$ cat config.mk
export PLATFORM = sky130hd
export DESIGN_NAME = integer_literal_parser_core
export DESIGN_NICKNAME = d
export VERILOG_FILES = /design/src/hdl/ilp_pkg.sv /design/src/hdl/ilp_parse.sv /design/src/hdl/ilp_scale.sv /design/src/hdl/integer_literal_parser_core.sv
export SDC_FILE = /design/constraint.sdc
export NUM_CORES = 2
export LEC_CHECK = 0
export BUFFER_PORTS_ARGS = -buffer_cell sky130_fd_sc_hd__buf_4
export CAP_MARGIN = 0
export CORE_MARGIN = 1
export CORE_UTILIZATION = 47
export DETAILED_ROUTE_END_ITERATION = 7
export PLACE_DENSITY = 0.7
export SETUP_SLACK_MARGIN = 0.15
export SLEW_MARGIN = 20
export SYNTH_ARGS = -nofsm -noshare
export SYNTH_HDL_FRONTEND = slang
export SYNTH_SLANG_ARGS = --single-unit
$ cat constraint.sdc
create_clock -name aclk -period 18.1 [get_ports aclk]
set_input_delay 0.905 -clock aclk [delete_from_list [all_inputs] [get_ports aclk]]
set_output_delay 0.905 -clock aclk [all_outputs]
set_load 0.02 [all_outputs]
$ cat src/hdl/ilp_pkg.sv
// shared types, codes and constant tables of the integer literal parser
`default_nettype none
package ilp_pkg;

    typedef enum logic [1:0] {
        ST_OK     = 2'd0,
        ST_FORMAT = 2'd1,
        ST_RANGE  = 2'd2
    } status_t;

    // finished literal handed from the parser to the scaling stages
    typedef struct packed {
        logic [63:0] mag;
        status_t     status;
        logic        is_dec;
        logic        neg;
        logic [2:0]  sfx;
        logic        wide;
    } fin_t;

    localparam logic [63:0] LIM_NARROW_POS = 64'h0000_0000_7FFF_FFFF;
    localparam logic [63:0] LIM_NARROW_NEG = 64'h0000_0000_8000_0000;
    localparam logic [63:0] LIM_WIDE_POS   = 64'h7FFF_FFFF_FFFF_FFFF;
    localparam logic [63:0] LIM_WIDE_NEG   = 64'h8000_0000_0000_0000;

    localparam logic [63:0] FK = 64'd1024;
    localparam logic [63:0] FD = 64'd1000;

    // suffix code: 0 none, 1 k, 2 K, 3 m, 4 M, 5 g, 6 G
    localparam logic [63:0] FACTOR_TAB [8] = '{
        64'd0, FK, FD, FK * FK, FD * FD, FK * FK * FK, FD * FD * FD, 64'd0
    };

    // indexed by {wide, negative}
    localparam logic [63:0] DEC_LIM [4] = '{
        LIM_NARROW_POS, LIM_NARROW_NEG, LIM_WIDE_POS, LIM_WIDE_NEG
    };

    localparam logic [63:0] DEC_LIM10 [4] = '{
        LIM_NARROW_POS / 64'd10, LIM_NARROW_NEG / 64'd10,
        LIM_WIDE_POS / 64'd10, LIM_WIDE_NEG / 64'd10
    };

    // largest magnitude that still fits after the suffix multiply
    localparam logic [63:0] SFX_LIM [4][8] = '{
        '{LIM_NARROW_POS, LIM_NARROW_POS / FK, LIM_NARROW_POS / FD,
          LIM_NARROW_POS / (FK * FK), LIM_NARROW_POS / (FD * FD),
          LIM_NARROW_POS / (FK * FK * FK), LIM_NARROW_POS / (FD * FD * FD),
          LIM_NARROW_POS},
        '{LIM_NARROW_NEG, LIM_NARROW_NEG / FK, LIM_NARROW_NEG / FD,
          LIM_NARROW_NEG / (FK * FK), LIM_NARROW_NEG / (FD * FD),
          LIM_NARROW_NEG / (FK * FK * FK), LIM_NARROW_NEG / (FD * FD * FD),
          LIM_NARROW_NEG},
        '{LIM_WIDE_POS, LIM_WIDE_POS / FK, LIM_WIDE_POS / FD,
          LIM_WIDE_POS / (FK * FK), LIM_WIDE_POS / (FD * FD),
          LIM_WIDE_POS / (FK * FK * FK), LIM_WIDE_POS / (FD * FD * FD),
          LIM_WIDE_POS},
        '{LIM_WIDE_NEG, LIM_WIDE_NEG / FK, LIM_WIDE_NEG / FD,
          LIM_WIDE_NEG / (FK * FK), LIM_WIDE_NEG / (FD * FD),
          LIM_WIDE_NEG / (FK * FK * FK), LIM_WIDE_NEG / (FD * FD * FD),
          LIM_WIDE_NEG}
    };

endpackage
`default_nettype wire

$ cat src/hdl/ilp_parse.sv
// input register and per-character parser state machine
`default_nettype none
module ilp_parse (
    input  wire logic         aclk,
    input  wire logic         aresetn,
    input  wire logic         wide_mode,
    input  wire logic         s_tvalid,
    output logic              s_tready,
    input  wire logic [7:0]   s_tdata,
    input  wire logic         s_tlast,
    output logic              fin_valid,
    input  wire logic         fin_ready,
    output ilp_pkg::fin_t     fin
);

    typedef enum logic [2:0] {
        PH_LEAD       = 3'd0,
        PH_ZERO       = 3'd1,
        PH_HEX_EMPTY  = 3'd2,
        PH_SIGN_EMPTY = 3'd3,
        PH_BODY       = 3'd4
    } phase_t;

    typedef enum logic [1:0] {
        RX_DEC = 2'd0,
        RX_OCT = 2'd1,
        RX_HEX = 2'd2
    } radix_t;

    localparam logic [7:0] CH_SPACE = 8'h20;
    localparam logic [7:0] CH_TAB   = 8'h09;
    localparam logic [7:0] CH_CR    = 8'h0D;
    localparam logic [7:0] CH_ZERO  = 8'h30;
    localparam logic [7:0] CH_NINE  = 8'h39;
    localparam logic [7:0] CH_LA    = 8'h61;
    localparam logic [7:0] CH_LF_HEX = 8'h66;
    localparam logic [7:0] CH_UA    = 8'h41;
    localparam logic [7:0] CH_UF    = 8'h46;
    localparam logic [7:0] CH_PLUS  = 8'h2B;
    localparam logic [7:0] CH_MINUS = 8'h2D;
    localparam logic [7:0] CH_X     = 8'h78;

    localparam logic [2:0] SFX_NONE = 3'd0;

    function automatic logic [2:0] suffix_code(input logic [7:0] c);
        logic [2:0] r;
        case (c)
            8'h6B:   r = 3'd1;  // k
            8'h4B:   r = 3'd2;  // K
            8'h6D:   r = 3'd3;  // m
            8'h4D:   r = 3'd4;  // M
            8'h67:   r = 3'd5;  // g
            8'h47:   r = 3'd6;  // G
            default: r = SFX_NONE;
        endcase
        return r;
    endfunction

    // input register
    logic       i_valid_reg;
    logic [7:0] i_char_reg;
    logic       i_last_reg;

    // parser state
    phase_t           phase_reg, phase_next;
    logic [63:0]      acc_reg, acc_next;
    logic             neg_reg, neg_next;
    radix_t           radix_reg, radix_next;
    logic [4:0]       hcnt_reg, hcnt_next;
    logic [2:0]       sfx_reg, sfx_next;
    logic             space_reg, space_next;
    logic             nz_reg, nz_next;
    ilp_pkg::status_t err_reg, err_next;

    logic          f_valid_reg;
    ilp_pkg::fin_t f_reg, f_next;

    logic proc;
    logic fin_free;

    assign fin_free  = !f_valid_reg || fin_ready;
    assign proc      = i_valid_reg && (!i_last_reg || fin_free);
    assign s_tready  = !i_valid_reg || proc;
    assign fin_valid = f_valid_reg;
    assign fin       = f_reg;

    // character classes and digit value
    logic       is_blank;
    logic [3:0] dval;
    logic       is_dec_digit;
    logic       is_hex_letter;

    always_comb begin
        is_blank = (i_char_reg == CH_SPACE) ||
                   (i_char_reg >= CH_TAB && i_char_reg <= CH_CR);
        is_dec_digit  = (i_char_reg >= CH_ZERO && i_char_reg <= CH_NINE);
        is_hex_letter = 1'b0;
        dval = 4'd0;
        if (is_dec_digit) begin
            dval = 4'(i_char_reg - CH_ZERO);
        end else if (i_char_reg >= CH_LA && i_char_reg <= CH_LF_HEX) begin
            is_hex_letter = 1'b1;
            dval = 4'(i_char_reg - CH_LA + 8'd10);
        end else if (i_char_reg >= CH_UA && i_char_reg <= CH_UF) begin
            is_hex_letter = 1'b1;
            dval = 4'(i_char_reg - CH_UA + 8'd10);
        end
    end

    // one body character under a given radix
    radix_t           body_radix;
    logic             body_en;
    logic             dok;
    logic [2:0]       sc;
    logic [1:0]       lim_idx;
    logic [63:0]      acc10;
    logic [4:0]       hcnt_inc;
    logic             nz_b;
    logic [63:0]      b_acc;
    logic [4:0]       b_hcnt;
    logic [2:0]       b_sfx;
    logic             b_nz;
    ilp_pkg::status_t b_err;

    always_comb begin
        sc      = suffix_code(i_char_reg);
        lim_idx = {wide_mode, neg_reg};
        acc10   = (acc_reg << 3) + (acc_reg << 1);
        nz_b    = nz_reg || (dval != 4'd0);
        hcnt_inc = hcnt_reg + 5'd1;
        case (body_radix)
            RX_HEX:  dok = is_dec_digit || is_hex_letter;
            RX_OCT:  dok = is_dec_digit && (dval < 4'd8);
            default: dok = is_dec_digit;
        endcase
        b_acc  = acc_reg;
        b_hcnt = hcnt_reg;
        b_sfx  = sfx_reg;
        b_nz   = nz_reg;
        b_err  = err_reg;
        if (sfx_reg != SFX_NONE) begin
            b_err = ilp_pkg::ST_FORMAT;
        end else if (body_radix == RX_DEC && sc != SFX_NONE) begin
            b_sfx = sc;
        end else if (!dok) begin
            b_err = ilp_pkg::ST_FORMAT;
        end else begin
            b_nz = nz_b;
            case (body_radix)
                RX_OCT: begin
                    b_acc = (acc_reg << 3) + 64'(dval);
                end
                RX_HEX: begin
                    b_acc = {acc_reg[59:0], dval};
                    if (nz_b) begin
                        b_hcnt = hcnt_inc;
                        if (hcnt_inc > (wide_mode ? 5'd16 : 5'd8)) begin
                            b_err = ilp_pkg::ST_RANGE;
                        end
                    end
                end
                default: begin
                    if (acc_reg > ilp_pkg::DEC_LIM10[lim_idx] ||
                        acc10 > ilp_pkg::DEC_LIM[lim_idx] - 64'(dval)) begin
                        b_err = ilp_pkg::ST_RANGE;
                    end else begin
                        b_acc = acc10 + 64'(dval);
                    end
                end
            endcase
        end
    end

    // top-level character dispatch
    always_comb begin
        phase_next = phase_reg;
        acc_next   = acc_reg;
        neg_next   = neg_reg;
        radix_next = radix_reg;
        hcnt_next  = hcnt_reg;
        sfx_next   = sfx_reg;
        space_next = space_reg;
        nz_next    = nz_reg;
        err_next   = err_reg;
        body_radix = radix_reg;
        body_en    = 1'b0;
        if (err_reg == ilp_pkg::ST_OK) begin
            if (is_blank) begin
                if (phase_reg != PH_LEAD) begin
                    space_next = 1'b1;
                end
            end else if (phase_reg == PH_LEAD) begin
                if (i_char_reg == CH_ZERO) begin
                    phase_next = PH_ZERO;
                end else if (i_char_reg == CH_PLUS || i_char_reg == CH_MINUS) begin
                    neg_next   = (i_char_reg == CH_MINUS);
                    phase_next = PH_SIGN_EMPTY;
                end else begin
                    phase_next = PH_BODY;
                    radix_next = RX_DEC;
                    body_radix = RX_DEC;
                    body_en    = 1'b1;
                end
            end else if (space_reg) begin
                err_next = ilp_pkg::ST_FORMAT;
            end else if (phase_reg == PH_ZERO) begin
                if (i_char_reg == CH_X) begin
                    radix_next = RX_HEX;
                    phase_next = PH_HEX_EMPTY;
                end else begin
                    radix_next = RX_OCT;
                    phase_next = PH_BODY;
                    body_radix = RX_OCT;
                    body_en    = 1'b1;
                end
            end else begin
                phase_next = PH_BODY;
                body_en    = 1'b1;
            end
        end
        if (body_en) begin
            acc_next  = b_acc;
            hcnt_next = b_hcnt;
            sfx_next  = b_sfx;
            nz_next   = b_nz;
            err_next  = b_err;
        end
    end

    // finished literal record
    always_comb begin
        f_next.mag    = acc_next;
        f_next.status = err_next;
        if (err_next == ilp_pkg::ST_OK &&
            (phase_next == PH_LEAD || phase_next == PH_HEX_EMPTY ||
             phase_next == PH_SIGN_EMPTY)) begin
            f_next.status = ilp_pkg::ST_FORMAT;
        end
        f_next.is_dec = (phase_next == PH_BODY) && (radix_next == RX_DEC);
        f_next.neg    = neg_next;
        f_next.sfx    = sfx_next;
        f_next.wide   = wide_mode;
    end

    always_ff @(posedge aclk) begin
        if (!aresetn) begin
            i_valid_reg <= 1'b0;
            f_valid_reg <= 1'b0;
            phase_reg   <= PH_LEAD;
            acc_reg     <= 64'd0;
            neg_reg     <= 1'b0;
            radix_reg   <= RX_DEC;
            hcnt_reg    <= 5'd0;
            sfx_reg     <= SFX_NONE;
            space_reg   <= 1'b0;
            nz_reg      <= 1'b0;
            err_reg     <= ilp_pkg::ST_OK;
        end else begin
            if (s_tvalid && s_tready) begin
                i_valid_reg <= 1'b1;
            end else if (proc) begin
                i_valid_reg <= 1'b0;
            end
            if (proc && i_last_reg) begin
                f_valid_reg <= 1'b1;
            end else if (fin_ready) begin
                f_valid_reg <= 1'b0;
            end
            if (proc) begin
                if (i_last_reg) begin
                    phase_reg <= PH_LEAD;
                    acc_reg   <= 64'd0;
                    neg_reg   <= 1'b0;
                    radix_reg <= RX_DEC;
                    hcnt_reg  <= 5'd0;
                    sfx_reg   <= SFX_NONE;
                    space_reg <= 1'b0;
                    nz_reg    <= 1'b0;
                    err_reg   <= ilp_pkg::ST_OK;
                end else begin
                    phase_reg <= phase_next;
                    acc_reg   <= acc_next;
                    neg_reg   <= neg_next;
                    radix_reg <= radix_next;
                    hcnt_reg  <= hcnt_next;
                    sfx_reg   <= sfx_next;
                    space_reg <= space_next;
                    nz_reg    <= nz_next;
                    err_reg   <= err_next;
                end
            end
        end
    end

    always_ff @(posedge aclk) begin
        if (s_tvalid && s_tready) begin
            i_char_reg <= s_tdata;
            i_last_reg <= s_tlast;
        end
        if (proc && i_last_reg) begin
            f_reg <= f_next;
        end
    end

endmodule
`default_nettype wire

$ cat src/hdl/ilp_scale.sv
// suffix range check, split suffix multiply, sign and width forming, output register
`default_nettype none
module ilp_scale (
    input  wire logic          aclk,
    input  wire logic          aresetn,
    input  wire logic          fin_valid,
    output logic               fin_ready,
    input  wire ilp_pkg::fin_t fin,
    output logic               m_tvalid,
    input  wire logic          m_tready,
    output logic [63:0]        m_tdata,
    output logic [1:0]         m_tuser
);

    // product stage
    logic             p_valid_reg;
    logic [61:0]      p0_reg;
    logic [31:0]      p1_reg;
    ilp_pkg::status_t p_status_reg;
    logic             p_neg_reg;
    logic             p_wide_reg;

    // output register
    logic             o_valid_reg;
    logic [63:0]      o_value_reg;
    ilp_pkg::status_t o_status_reg;

    logic o_free;
    logic p_free;

    assign o_free    = !o_valid_reg || m_tready;
    assign p_free    = !p_valid_reg || o_free;
    assign fin_ready = p_free;
    assign m_tvalid  = o_valid_reg;
    assign m_tdata   = o_value_reg;
    assign m_tuser   = o_status_reg;

    logic [63:0]      fac;
    logic             use_fac;
    logic [30:0]      mult;
    logic [61:0]      p0_next;
    logic [61:0]      p1_full;
    ilp_pkg::status_t p_status_next;

    always_comb begin
        fac     = ilp_pkg::FACTOR_TAB[fin.sfx];
        use_fac = fin.is_dec && (fac != 64'd0);
        // largest factor is 2^30, so 31 bits hold every suffix
        mult    = use_fac ? fac[30:0] : 31'd1;
        p0_next = 62'(fin.mag[31:0]) * 62'(mult);
        p1_full = 62'(fin.mag[63:32]) * 62'(mult);
        p_status_next = fin.status;
        if (fin.status == ilp_pkg::ST_OK && use_fac &&
            fin.mag > ilp_pkg::SFX_LIM[{fin.wide, fin.neg}][fin.sfx]) begin
            p_status_next = ilp_pkg::ST_RANGE;
        end
    end

    logic [63:0] mag;
    logic [63:0] signed_val;
    logic [63:0] o_value_next;

    always_comb begin
        mag        = 64'(p0_reg) + {p1_reg, 32'd0};
        signed_val = p_neg_reg ? (64'd0 - mag) : mag;
        if (p_status_reg != ilp_pkg::ST_OK) begin
            o_value_next = 64'd0;
        end else if (!p_wide_reg) begin
            o_value_next = {{32{signed_val[31]}}, signed_val[31:0]};
        end else begin
            o_value_next = signed_val;
        end
    end

    always_ff @(posedge aclk) begin
        if (!aresetn) begin
            p_valid_reg <= 1'b0;
            o_valid_reg <= 1'b0;
        end else begin
            if (p_free) begin
                p_valid_reg <= fin_valid;
            end
            if (o_free) begin
                o_valid_reg <= p_valid_reg;
            end
        end
    end

    always_ff @(posedge aclk) begin
        if (p_free && fin_valid) begin
            p0_reg       <= p0_next;
            p1_reg       <= p1_full[31:0];
            p_status_reg <= p_status_next;
            p_neg_reg    <= fin.is_dec && fin.neg;
            p_wide_reg   <= fin.wide;
        end
        if (o_free && p_valid_reg) begin
            o_value_reg  <= o_value_next;
            o_status_reg <= p_status_reg;
        end
    end

endmodule
`default_nettype wire

$ cat src/hdl/integer_literal_parser_core.sv
// top level of the integer literal parser: config register and stream pipeline
`default_nettype none
// Parses a text integer literal streamed one character per word (tlast on the
// final character) and returns one word per literal: the value on m_tdata and
// the status (0 ok, 1 bad format, 2 out of range) on m_tuser. Characters are
// taken one per cycle, stalling only while a final character waits for a free
// finished-literal register. m_tvalid rises once a literal has passed the
// input register, the parser's finished-literal register and the split 32-bit
// suffix multiplier's product register; the output register then holds the
// word until it is taken. Those stages also buffer up to three finished results
// so input keeps flowing while the output side stalls. wide_mode (address 0)
// selects 64-bit limits when set, 32-bit limits sign-extended to 64 when clear.
module integer_literal_parser_core (
    input  wire logic        aclk,
    input  wire logic        aresetn,
    // stream in
    input  wire logic        s_tvalid,
    output logic             s_tready,
    input  wire logic [7:0]  s_tdata,   // [7:0] char_code
    input  wire logic        s_tlast,
    // stream out
    output logic             m_tvalid,
    input  wire logic        m_tready,
    output logic [63:0]      m_tdata,   // [63:0] parsed_value
    output logic [1:0]       m_tuser,   // [1:0] status
    output logic             m_tlast,
    // config
    input  wire logic        psel,
    input  wire logic        penable,
    input  wire logic        pwrite,
    input  wire logic [2:0]  paddr,
    input  wire logic [31:0] pwdata,
    output logic [31:0]      prdata,
    output logic             pready
);

    localparam logic REG_WIDE_MODE = 1'b0;

    logic wide_reg;

    assign pready = 1'b1;
    assign prdata = (paddr[2] == REG_WIDE_MODE) ? {31'd0, wide_reg} : 32'd0;
    assign m_tlast = m_tvalid;

    always_ff @(posedge aclk) begin
        if (!aresetn) begin
            wide_reg <= 1'b0;
        end else if (psel && penable && pwrite && pready &&
                     paddr[2] == REG_WIDE_MODE) begin
            wide_reg <= pwdata[0];
        end
    end

    logic          fin_valid;
    logic          fin_ready;
    ilp_pkg::fin_t fin;

    ilp_parse u_parse (
        .aclk      (aclk),
        .aresetn   (aresetn),
        .wide_mode (wide_reg),
        .s_tvalid  (s_tvalid),
        .s_tready  (s_tready),
        .s_tdata   (s_tdata),
        .s_tlast   (s_tlast),
        .fin_valid (fin_valid),
        .fin_ready (fin_ready),
        .fin       (fin)
    );

    ilp_scale u_scale (
        .aclk      (aclk),
        .aresetn   (aresetn),
        .fin_valid (fin_valid),
        .fin_ready (fin_ready),
        .fin       (fin),
        .m_tvalid  (m_tvalid),
        .m_tready  (m_tready),
        .m_tdata   (m_tdata),
        .m_tuser   (m_tuser)
    );

endmodule
`default_nettype wire
==> impl_metrics.tcl <==
set metrics [dict create \
    worstPathMaxFanout 57 \
    dr.first_iter.drc_count 4302 \
    crit_path_start_kind "register" \
    largest_register_ff_count 72 \
    grt_pass1_wl_um 286000 \
    worstSetupPathType "register to register" \
    yosys_warnings 0 \
    synthArstFlopShare_pct 0 \
    grt_pass1_vias 51200 \
    finalSetupTns_ns 0 \
    hp-class "register to register" \
    drv_cap 0 \
    min_period_ns 10.93 \
    synth.avg_cell_area_um2 9.14 \
    clk_latency_ns 0.61 \
    layout_setup_ws_ns 7.17 \
    overflow 0 \
    cts_root_buffer "clkbuf_16" \
    slowest_delay_ns 0.59 \
    tightest_slew_ns 1.15 \
    drcViolationCount 0 \
    clockPowerShare_pct 38.0 \
    cts.sinks 332 \
    hold_buffers 0 \
    pre_cts_slack_ns 7.15 \
    finalWeightedCongestion 0.970 \
    hold_viol 0 \
    switching_share_pct 29.4 \
    ctsResizeCount 0 \
    num_vias 51100 \
    synth_flop_cell "edfxtp_1" \
    wl_um 184000 \
    crit_path_end_kind "register" \
    max_slew_margin_pct 23.2 \
    synth_edf_count 245 \
    crit_required_ns 18.39 \
    grt_use_total_pct 26.0 \
    timing.fmax_mhz 91.5 \
    final_common_cell "inv_1" \
    pwr-share-seq_pct 42.0 \
    die_w_um 374 \
    netSwitchingPower_mw 0.597 \
    power_mw 2.03 \
    finalClockSkew_ns 0.0496 \
    run_status "completed" \
    p_int_mw 1.43 \
    most-common-layout-cells "1,327 x inv_1, 931 x ha_1, 875 x fa_1" \
    tritoncts "yes" \
    combPwrFrac_pct 19.9 \
    dieArea_mm2 0.140 \
    rsz0062_at_grt "no" \
    synth_cell_types 111 \
    power_density_mw_per_mm2 29.5 \
    fin_nets 8937 \
    io_buffers 87 \
    drt_pass1_iterations 6 \
    area_growth_pct 5.48 \
    clkTransAtPathRegs_ns 0.06 \
    routedWlPerCell_um 20.6 \
    synth-seq-cells 332 \
    layout-drive-gt1-share_pct 4.33 \
    slowest_stage "fa_1" \
    clock_path_buffers 3 \
    antenna_left 0 \
    die_h_um 374 \
    start_util_pct 47.4 \
    ioPinCount 153 \
    core_mm2 0.137 \
    ys_seq_area_share_pct 14.0 \
    syn_inst 7132 \
    syn_area_mm2 0.0652 \
    leakage_nw 34.0 \
    htreeDepth 2 \
    peakVddDrop_uv 66.8 \
    finalCritPeriodShare_pct 60.4 \
    setup_viol 0 \
    maxSlewViolCount 0 \
    rows 136 \
    grt_antenna_before_repair 13 \
    place_hpwl_um 153000 \
    post-cts-setup-buffers 0 \
    grt_max_degree 71 \
    numCtsBuffers 37 \
    vias_per_cell 5.74 \
    crit_top_cell "fa_1" \
    arrival_ns 11.23 \
]
## cells by family after synthesis
kind of cell	count (synthesis)	synth area share, %
xor gates and xnor gates	350	4.73
adders and majority gates	1808	44.8
AOI/OAI and AO/OA	1219	12.7
and+or+nand+nor	1815	14.2
other	2	0.0115
buffers and inverters	1595	9.42
muxes	11	0.171
DFF	332	14.0
## final timing paths
kind / from / to / slack (ns) / cells past startpoint
max: u_parse.fin[2] / u_scale.p0_reg[58] / 7.17 / 32
min: u_scale.p_valid_reg / u_scale.m_tvalid / 0.50 / 1
max reg2reg: u_parse.fin[2] / u_scale.p0_reg[58] / 7.17 / 32
min reg2reg: u_scale.p_valid_reg / u_scale.m_tvalid / 0.50 / 1
## power by group through the flow
stage	Sequential, mW	Clock [mW]	Combinational [mW]
after floorplan	0.862	0	0.293
after global placement	0.869	0	0.392
after detailed placement	0.869	0	0.401
after CTS	0.853	0.789	0.404
after global routing	0.854	0.817	0.452
final	0.854	0.772	0.405
## cells in the mapped netlist (20+ instances only)
library cell | n | area (um2)
dfxtp_1 | 87 | 1740
nand3_1 | 128 | 641
and4_1 | 20 | 175
nor3_1 | 96 | 480
xor2_1 | 154 | 1350
edfxtp_1 | 245 | 7360
nand4_1 | 74 | 463
o211ai_1 | 31 | 233
and2_1 | 265 | 1660
nor2_1 | 331 | 1240
fa_1 | 875 | 17500
buf_4 | 35 | 263
or2_2 | 39 | 244
o21bai_1 | 29 | 218
xnor2_1 | 194 | 1700
a211oi_1 | 45 | 338
o22a_1 | 27 | 236
a21o_1 | 127 | 953
o31ai_1 | 37 | 278
ha_1 | 933 | 11700
nand2b_1 | 55 | 344
inv_1 | 1328 | 4980
a32oi_1 | 24 | 210
or4_1 | 26 | 195
clkbuf_1 | 199 | 747
nor2b_1 | 90 | 563
or3_1 | 30 | 188
nand2_1 | 513 | 1930
a21oi_1 | 302 | 1510
a31oi_1 | 40 | 250
o21a_1 | 47 | 353
nor4_1 | 29 | 181
and3_1 | 59 | 369
o21ai_0 | 216 | 1080
a22oi_1 | 53 | 398
## layout make-up
type / count / area, um2
antenna: 4 / 10.0
clock buffer: 44 / 972
clock inverter: 23 / 238
fill: 12600 / 68700
inverter: 1330 / 4990
multi-input combinational: 5235 / 50100
sequential: 332 / 9100
tap: 1794 / 2240
timing repair buffer: 142 / 1070
## per-layer routing
metal | global-route usage (%) | vias to the layer above | share of wire, %
met4 | 8.86 | 14 | 3.9
met5 | 0 | - | 0.055
met1 | 34.4 | 25100 | 42
met3 | 4.61 | 402 | 8.3
met2 | 42.9 | 2035 | 46
li1 | - | 23600 | -
## metrics by stage
step / cells / util, % / instance area [um2] / hold slack (ns)
4_1_cts: 8900 / 50.0 / 68700 / 0.486
6_report: 8904 / 50.0 / 68700 / 0.496
2_1_floorplan: 7162 / - / 65300 / 0.442
3_3_place_gp: 8833 / 49.1 / 67500 / 0.482
5_1_grt: 8900 / 50.0 / 68700 / 0.496
3_5_place_dp: 8833 / 49.1 / 67500 / 0.489
## critical path: cells and delay by family, from the launching register on
kind / cells / cell delay [ns]
adder cells (fa/ha/maj): 9 / 4.35
AND/OR/NAND/NOR: 5 / 1.41
flip-flops: 1 / 0.32
buffers and inverters: 9 / 1.87
AO/OA/AOI/OAI: 9 / 2.65
Power figures use the tool's default switching activity.
